## config.mk

```make
export PLATFORM = sky130hd
export DESIGN_NAME = double_ended_queue
export DESIGN_NICKNAME = d
export VERILOG_FILES = /design/src/rtl/core/deq_pkg.sv /design/src/rtl/core/double_ended_queue.sv /design/src/rtl/core/deq_ctrl.sv /design/src/rtl/core/deq_datapath.sv
export SDC_FILE = /design/constraint.sdc
export NUM_CORES = 1
export LEC_CHECK = 0
export ABC_AREA = 1
export BUFFER_PORTS_ARGS = -buffer_cell sky130_fd_sc_hd__clkbuf_2
export CAP_MARGIN = 0
export CORE_ASPECT_RATIO = 1.25
export CORE_MARGIN = 2
export CORE_UTILIZATION = 37
export DETAILED_ROUTE_END_ITERATION = 8
export PLACE_DENSITY_LB_ADDON = 0.1
export SYNTH_ARGS = -nofsm -noshare
export SYNTH_HDL_FRONTEND = slang
export SYNTH_HIERARCHICAL = 1
export SYNTH_SLANG_ARGS = --single-unit
```

## constraint.sdc

```tcl
create_clock -name clk_i -period 5.1 [get_ports clk_i]
set_input_delay 0.765 -clock clk_i [delete_from_list [all_inputs] [get_ports clk_i]]
set_output_delay 0.765 -clock clk_i [all_outputs]
set_load 0.02 [all_outputs]
```

## src/rtl/core/deq_pkg.sv

```systemverilog
`timescale 1ns / 1ps

package deq_pkg;

  // Default configuration of the queue.
  localparam int DEPTH_DEF      = 16;
  localparam int DATA_WIDTH_DEF = 32;

  // Fixed widths of the request and result fields.
  localparam int REQ_W    = 3;
  localparam int VALUE_W  = 32;
  localparam int STATUS_W = 2;
  localparam int COUNT_W  = 5;

  // Request codes.
  localparam logic [REQ_W-1:0] REQ_PUSH_FRONT = 3'd0;
  localparam logic [REQ_W-1:0] REQ_PUSH_BACK  = 3'd1;
  localparam logic [REQ_W-1:0] REQ_POP_FRONT  = 3'd2;
  localparam logic [REQ_W-1:0] REQ_POP_BACK   = 3'd3;
  localparam logic [REQ_W-1:0] REQ_PEEK_FRONT = 3'd4;
  localparam logic [REQ_W-1:0] REQ_PEEK_BACK  = 3'd5;

  // Result status codes.
  localparam logic [STATUS_W-1:0] STATUS_OK    = 2'd0;
  localparam logic [STATUS_W-1:0] STATUS_EMPTY = 2'd1;
  localparam logic [STATUS_W-1:0] STATUS_FULL  = 2'd2;

  // Controller states.
  typedef enum logic [1:0] {
    ST_IDLE,
    ST_ACCESS,
    ST_DONE
  } state_e;

  // Commands from the controller to the datapath.
  typedef struct packed {
    logic load;  // capture a new request
    logic exec;  // perform the memory access and pointer update
  } cmd_t;

endpackage

```

## src/rtl/core/double_ended_queue.sv

```systemverilog
`timescale 1ns / 1ps

// Channel  | Direction | Handshake            | Payload
// ---------+-----------+----------------------+-----------------------------------------
// request  | in        | start_i && !busy_o   | req_type_i, push_value_i
// result   | out       | done_o (one cycle)   | read_value_o, status_o, count_after_o,
//          |           |                      | is_empty_o, is_full_o
//
// A request is captured when it is accepted and performs its memory access in the next;
// its result strobes on done_o in the cycle after that.
// A new request is accepted in the cycle its predecessor's result is shown; no
// request is taken while busy_o is high during the memory access.
// Reset clears the front pointer and word count; the store needs no clearing
// pass because only written entries are ever read.
// The result side cannot stall; busy_o is the only back pressure on requests.

module double_ended_queue
  import deq_pkg::*;
#(
  parameter int DEPTH      = DEPTH_DEF,
  parameter int DATA_WIDTH = DATA_WIDTH_DEF
) (
  input  logic                clk_i,
  input  logic                rst_ni,
  input  logic                start_i,
  output logic                busy_o,
  input  logic [REQ_W-1:0]    req_type_i,
  input  logic [VALUE_W-1:0]  push_value_i,
  output logic                done_o,
  output logic [VALUE_W-1:0]  read_value_o,
  output logic [STATUS_W-1:0] status_o,
  output logic [COUNT_W-1:0]  count_after_o,
  output logic                is_empty_o,
  output logic                is_full_o
);

  cmd_t cmd;

  // Sequencing of each request.
  deq_ctrl u_ctrl (
    .clk_i   (clk_i),
    .rst_ni  (rst_ni),
    .start_i (start_i),
    .busy_o  (busy_o),
    .done_o  (done_o),
    .cmd_o   (cmd)
  );

  // Ring store, pointers and result registers.
  deq_datapath #(
    .DEPTH      (DEPTH),
    .DATA_WIDTH (DATA_WIDTH)
  ) u_datapath (
    .clk_i         (clk_i),
    .rst_ni        (rst_ni),
    .cmd_i         (cmd),
    .req_type_i    (req_type_i),
    .push_value_i  (push_value_i),
    .read_value_o  (read_value_o),
    .status_o      (status_o),
    .count_after_o (count_after_o),
    .is_empty_o    (is_empty_o),
    .is_full_o     (is_full_o)
  );

endmodule

```

## src/rtl/core/deq_ctrl.sv

```systemverilog
`timescale 1ns / 1ps

module deq_ctrl
  import deq_pkg::*;
(
  input  logic clk_i,
  input  logic rst_ni,
  input  logic start_i,
  output logic busy_o,
  output logic done_o,
  output cmd_t cmd_o
);

  state_e state_q, state_d;

  // State register.
  always_ff @(posedge clk_i or negedge rst_ni) begin
    if (!rst_ni) begin
      state_q <= ST_IDLE;
    end else begin
      state_q <= state_d;
    end
  end

  // Next state. A new request may be taken while the previous result is shown.
  always_comb begin
    state_d = state_q;
    unique case (state_q)
      ST_IDLE: begin
        if (start_i) state_d = ST_ACCESS;
      end
      ST_ACCESS: begin
        state_d = ST_DONE;
      end
      ST_DONE: begin
        state_d = start_i ? ST_ACCESS : ST_IDLE;
      end
      default: begin
        state_d = ST_IDLE;
      end
    endcase
  end

  // Outputs and datapath commands.
  always_comb begin
    busy_o      = 1'b0;
    done_o      = 1'b0;
    cmd_o.load  = 1'b0;
    cmd_o.exec  = 1'b0;
    unique case (state_q)
      ST_IDLE: begin
        cmd_o.load = start_i;
      end
      ST_ACCESS: begin
        busy_o     = 1'b1;
        cmd_o.exec = 1'b1;
      end
      ST_DONE: begin
        done_o     = 1'b1;
        cmd_o.load = start_i;
      end
      default: begin
        busy_o = 1'b0;
      end
    endcase
  end

endmodule

```

## src/rtl/core/deq_datapath.sv

```systemverilog
`timescale 1ns / 1ps

module deq_datapath
  import deq_pkg::*;
#(
  parameter int DEPTH      = DEPTH_DEF,
  parameter int DATA_WIDTH = DATA_WIDTH_DEF
) (
  input  logic                clk_i,
  input  logic                rst_ni,
  input  cmd_t                cmd_i,
  input  logic [REQ_W-1:0]    req_type_i,
  input  logic [VALUE_W-1:0]  push_value_i,
  output logic [VALUE_W-1:0]  read_value_o,
  output logic [STATUS_W-1:0] status_o,
  output logic [COUNT_W-1:0]  count_after_o,
  output logic                is_empty_o,
  output logic                is_full_o
);

  localparam int IDX_W = $clog2(DEPTH);
  localparam int CNT_W = $clog2(DEPTH + 1);
  localparam int SUM_W = CNT_W + 1;

  localparam logic [IDX_W-1:0] IDX_LAST  = IDX_W'(DEPTH - 1);
  localparam logic [CNT_W-1:0] CNT_FULL  = CNT_W'(DEPTH);
  localparam logic [SUM_W-1:0] SUM_DEPTH = SUM_W'(DEPTH);

  // Captured request.
  logic [REQ_W-1:0]      req_q;
  logic [DATA_WIDTH-1:0] value_q;

  // Ring pointers.
  logic [IDX_W-1:0] front_q, front_d;
  logic [CNT_W-1:0] cnt_q, cnt_d;

  // Result state.
  logic [STATUS_W-1:0]   status_q, status_d;
  logic                  rd_ok_q, rd_ok_d;
  logic [DATA_WIDTH-1:0] rd_data_q;

  // Ring store.
  logic [DATA_WIDTH-1:0] mem_q [DEPTH];

  logic [DATA_WIDTH+VALUE_W-1:0] push_ext;
  logic [DATA_WIDTH+VALUE_W-1:0] rd_ext;
  logic [CNT_W+COUNT_W-1:0]      cnt_ext;

  logic             empty, full;
  logic [IDX_W-1:0] front_inc, front_dec, tail_idx, back_idx;
  logic [SUM_W-1:0] tail_sum;
  logic             we, re;
  logic [IDX_W-1:0] waddr, raddr;

  // Fit the push word to the stored width.
  assign push_ext = {{DATA_WIDTH{1'b0}}, push_value_i};

  // Capture the request when it is accepted.
  always_ff @(posedge clk_i) begin
    if (cmd_i.load) begin
      req_q   <= req_type_i;
      value_q <= push_ext[DATA_WIDTH-1:0];
    end
  end

  // Ring arithmetic. The tail sum stays below twice the depth, so one
  // compare and subtract brings it back into range.
  assign empty     = (cnt_q == '0);
  assign full      = (cnt_q == CNT_FULL);
  assign front_inc = (front_q == IDX_LAST) ? '0 : front_q + 1'b1;
  assign front_dec = (front_q == '0) ? IDX_LAST : front_q - 1'b1;
  assign tail_sum  = SUM_W'(front_q) + SUM_W'(cnt_q);
  assign tail_idx  = (tail_sum >= SUM_DEPTH) ? IDX_W'(tail_sum - SUM_DEPTH)
                                             : IDX_W'(tail_sum);
  assign back_idx  = (tail_idx == '0) ? IDX_LAST : tail_idx - 1'b1;

  // Decode the request into a memory access and a pointer update.
  always_comb begin
    front_d  = front_q;
    cnt_d    = cnt_q;
    status_d = STATUS_OK;
    rd_ok_d  = 1'b0;
    we       = 1'b0;
    re       = 1'b0;
    waddr    = tail_idx;
    raddr    = front_q;
    unique case (req_q) inside
      REQ_PUSH_FRONT, REQ_PUSH_BACK: begin
        if (full) begin
          status_d = STATUS_FULL;
        end else begin
          we    = 1'b1;
          cnt_d = cnt_q + 1'b1;
          if (req_q == REQ_PUSH_FRONT) begin
            waddr   = front_dec;
            front_d = front_dec;
          end
        end
      end
      REQ_POP_FRONT, REQ_PEEK_FRONT: begin
        if (empty) begin
          status_d = STATUS_EMPTY;
        end else begin
          re      = 1'b1;
          rd_ok_d = 1'b1;
          if (req_q == REQ_POP_FRONT) begin
            front_d = front_inc;
            cnt_d   = cnt_q - 1'b1;
          end
        end
      end
      REQ_POP_BACK, REQ_PEEK_BACK: begin
        if (empty) begin
          status_d = STATUS_EMPTY;
        end else begin
          re      = 1'b1;
          rd_ok_d = 1'b1;
          raddr   = back_idx;
          if (req_q == REQ_POP_BACK) cnt_d = cnt_q - 1'b1;
        end
      end
      default: begin
        status_d = STATUS_OK;
      end
    endcase
  end

  // Pointer and result registers.
  always_ff @(posedge clk_i or negedge rst_ni) begin
    if (!rst_ni) begin
      front_q  <= '0;
      cnt_q    <= '0;
      status_q <= STATUS_OK;
      rd_ok_q  <= 1'b0;
    end else if (cmd_i.exec) begin
      front_q  <= front_d;
      cnt_q    <= cnt_d;
      status_q <= status_d;
      rd_ok_q  <= rd_ok_d;
    end
  end

  // Ring store with a registered read port.
  always_ff @(posedge clk_i) begin
    if (cmd_i.exec && we) mem_q[waddr] <= value_q;
    if (cmd_i.exec && re) rd_data_q <= mem_q[raddr];
  end

  // Result fields. The count and flags already reflect this request.
  assign rd_ext        = {{VALUE_W{1'b0}}, rd_data_q};
  assign cnt_ext       = {{COUNT_W{1'b0}}, cnt_q};
  assign read_value_o  = rd_ok_q ? rd_ext[VALUE_W-1:0] : '0;
  assign status_o      = status_q;
  assign count_after_o = cnt_ext[COUNT_W-1:0];
  assign is_empty_o    = empty;
  assign is_full_o     = full;

endmodule

```

==> impl_metrics.csv <==
group,metric,value,unit
grt,antenna_found_initial,0,
clocking,cts-hold-fix-buffers,0,
cells_and_area,layout.nets,2466,
grt,grt_max_degree,165,
placement,dpl.hpwl,37400,um
placement,place.gp.congestion,0.773,
drt,drt.antenna.violating_nets,0,
status,outcome,"completed",
sta,finalSetupViolCount,0,
clocking,h-tree-depth,2,
logic_synthesis,ys_seq_area_share,69.6,%
pwr,p_total,16700,uW
cells_and_area,diodes,0,
clocking,clk_pin_slew,0.06,ns
setup_path,reg2regPathDepth,13,
cells_and_area,nFillCells,6430,
clocking,tritoncts,"done",
clocking,cts_buffers,61,
clocking,root_buffer,"clkbuf_16",
logic_synthesis,yosysWarnings,6,
setup_path,arrival,3.96,ns
drt,wl_per_cell,21.4,um
logic_synthesis,synth.distinct_cells,28,
sta,finalHoldViolCount,0,
clocking,ctsResizeCount,0,
clocking,cts_buffer_depth,3,
cells_and_area,layout.area.seq,17700,um^2
sta,setup_tns,0,ns
floorplan,die_h,297,um
cells_and_area,multi_input_area,6070,um^2
sta,finalClockSkew,0.0194,ns
cells_and_area,final_cells,3336,
sta,slew_headroom,25.4,%
setup_path,r2r-start,"u_datapath/count_after_o[1]",
pwr,ir_drop,0.000605,V
grt,grt_pass1_vias,16900,
hold_path,hold_class,"in2async",
sta,max_freq,0.276,GHz
logic_synthesis,synthCells,2359,
sta,drv_slew,0,
floorplan,start_util,37.4,%
logic_synthesis,synth-seq-cells,593,
drt,avgViaCountPerCell,5.03,
floorplan,die_w,239,um
sta,whs,0.0641,ns
grt,track_usage,20.3,%
drt,dr.pass1.iters,5,
drt,wl,71300,um
sta,timing.final.ws_setup,1.47,ns
cells_and_area,syn2layout_area_growth,13.3,%
floorplan,die-area,71000,um^2
clocking,clock_latency,0.63,ns
sta,tightest_slew,1.12,ns
cells_and_area,drive_gt1_share,9.94,%
placement,dp_slack,1.45,ns
placement,port_buffers,80,
setup_path,crit_type,"reg2reg",
sta,finalCritPeriodShare,71.1,%
setup_path,reg2reg_setup_slack,1.47,ns
sta,rsz0062_at_grt,"false",
setup_path,endpoint_kind,"flip-flop",
pwr,p_leak,0.0119,uW
logic_synthesis,syn_area_per_cell,10.8,um^2
pwr,pwr_density_cell,578,nW/um^2
setup_path,r2r-end,"u_datapath/rd_data_q[14]",
logic_synthesis,synth.cell_area,25500,um^2
placement,place_inst,3225,
sta,min_period,3.63,ns
run,max_cap_violations,0,
floorplan,core_area,68100,um^2
logic_synthesis,syn_nets,2409,
floorplan,ios,81,
clocking,cts.sinks,593,
grt,gr-total-overflow,0,
floorplan,rows,107,
setup_path,start_kind,"flip-flop",
drt,drc,0,
setup_path,path_max_fanout,103,
drt,drt_iter0_markers,1261,
setup_path,required,5.43,ns
grt,grt_pass1_wl,108000,um
drt,vias,16800,
clocking,postCtsSetupBuffers,0,
metal layers:
| metal | vias up | wire [um] | GRT usage (%) |
|---|---|---|---|
| met3 | 118 | 3380 | 3.02 |
| met5 | - | 0 | 0 |
| li1 | 8017 | - | - |
| met2 | 406 | 35300 | 35.0 |
| met4 | 0 | 1950 | 6.28 |
| met1 | 8235 | 30700 | 26.4 |
sequential cells by signal, indices dropped and copies added, names as in the netlist:
name / flops
u_datapath/status_o: 2
u_ctrl/state_q: 2
u_datapath/req_q: 3
u_datapath/rd_ok_q: 1
u_datapath/count_after_o: 5
u_datapath/value_q: 32
u_datapath/mem_q: 512
u_datapath/front_q: 4
u_datapath/rd_data_q: 32
kinds of logic after synthesis:
family / count (synthesis) / synth area share (%)
AND/OR/NAND/NOR: 1265 / 21.5
XOR/XNOR: 9 / 0.309
adder cells (fa/ha/maj): 12 / 0.648
flip-flops: 593 / 69.6
buffers and inverters: 454 / 7.37
AO/OA/AOI/OAI: 26 / 0.559
worst max-delay path by stage:
stage | start | cells after the start | slack [ns] | end
CTS | u_datapath/count_after_o[1] | 13 | 1.43 | u_datapath/rd_data_q[14]
global route | u_datapath/count_after_o[1] | 13 | 1.16 | u_datapath/rd_data_q[5]
global placement | u_datapath/count_after_o[1] | 13 | 1.48 | u_datapath/rd_data_q[5]
finish | u_datapath/count_after_o[1] | 13 | 1.47 | u_datapath/rd_data_q[14]
detailed placement | u_datapath/count_after_o[1] | 13 | 1.45 | u_datapath/rd_data_q[14]
floorplan | u_datapath/count_after_o[1] | 9 | 0.63 | u_datapath/mem_q[2][0]
final cells by class:
cell class,instances,area share [%]
clock buffer,78,5.58
clock inverter,33,1.09
inverter,323,4.20
multi-input combinational,1312,21.0
sequential,593,61.4
tap,872,3.78
timing repair buffer,125,2.99
through the flow:
stage	instance area, um^2	util [%]
6_report	28900	42.4
5_1_grt	28900	42.4
4_1_cts	28900	42.4
3_5_place_dp	27000	39.6
3_3_place_gp	27000	39.6
2_1_floorplan	25500	-
cells in the final DEF (no fill, tap or decap), drive strengths merged, types with 6 or more instances in the layout:
| cell | instances |
|---|---|
| clkbuf | 158 |
| ha | 10 |
| bufinv | 6 |
| o21ai | 16 |
| nor2 | 35 |
| nand2 | 664 |
| nand3 | 563 |
| buf | 45 |
| edfxtp | 579 |
| xor2 | 7 |
| clkinv | 26 |
| dfrtp | 14 |
| inv | 323 |
synthesized netlist by cell type (all sizes together):
cell type,n,area share (%)
a21oi,4,0.079
a31oi,1,0.025
buf,117,2.4
clkbuf,14,0.21
dfrtp,14,1.4
edfxtp,579,68
fa,2,0.16
ha,10,0.49
inv,323,4.8
nand2,664,9.9
nand3,563,11
nor2,35,0.53
nor3,3,0.059
o211ai,2,0.059
o21ai,16,0.31
o22ai,2,0.049
o32ai,1,0.034
xnor2,2,0.069
xor2,7,0.24
power breakdown:
group          leakage, uW  internal, uW  switching (uW)
clock network     0.000944          2520            1850
registers          0.00541          5710             213
logic              0.00554          1850            4570
total               0.0119         10100            6630
worst max-delay path, cell delays in order (launching register included):
cell and delay (ns):
dfrtp_1 0.50, nor2_1 0.21, nand3_2 0.23, nand2_4 0.24
nand2_8 0.47, nand2_8 0.60, buf_12 0.39, nand2_1 0.10
nand3_1 0.10, nand2_1 0.05, nand2_1 0.06, nand2_1 0.06
nand2_1 0.05, nand2_1 0.13
(Power assumes the default switching activity.)
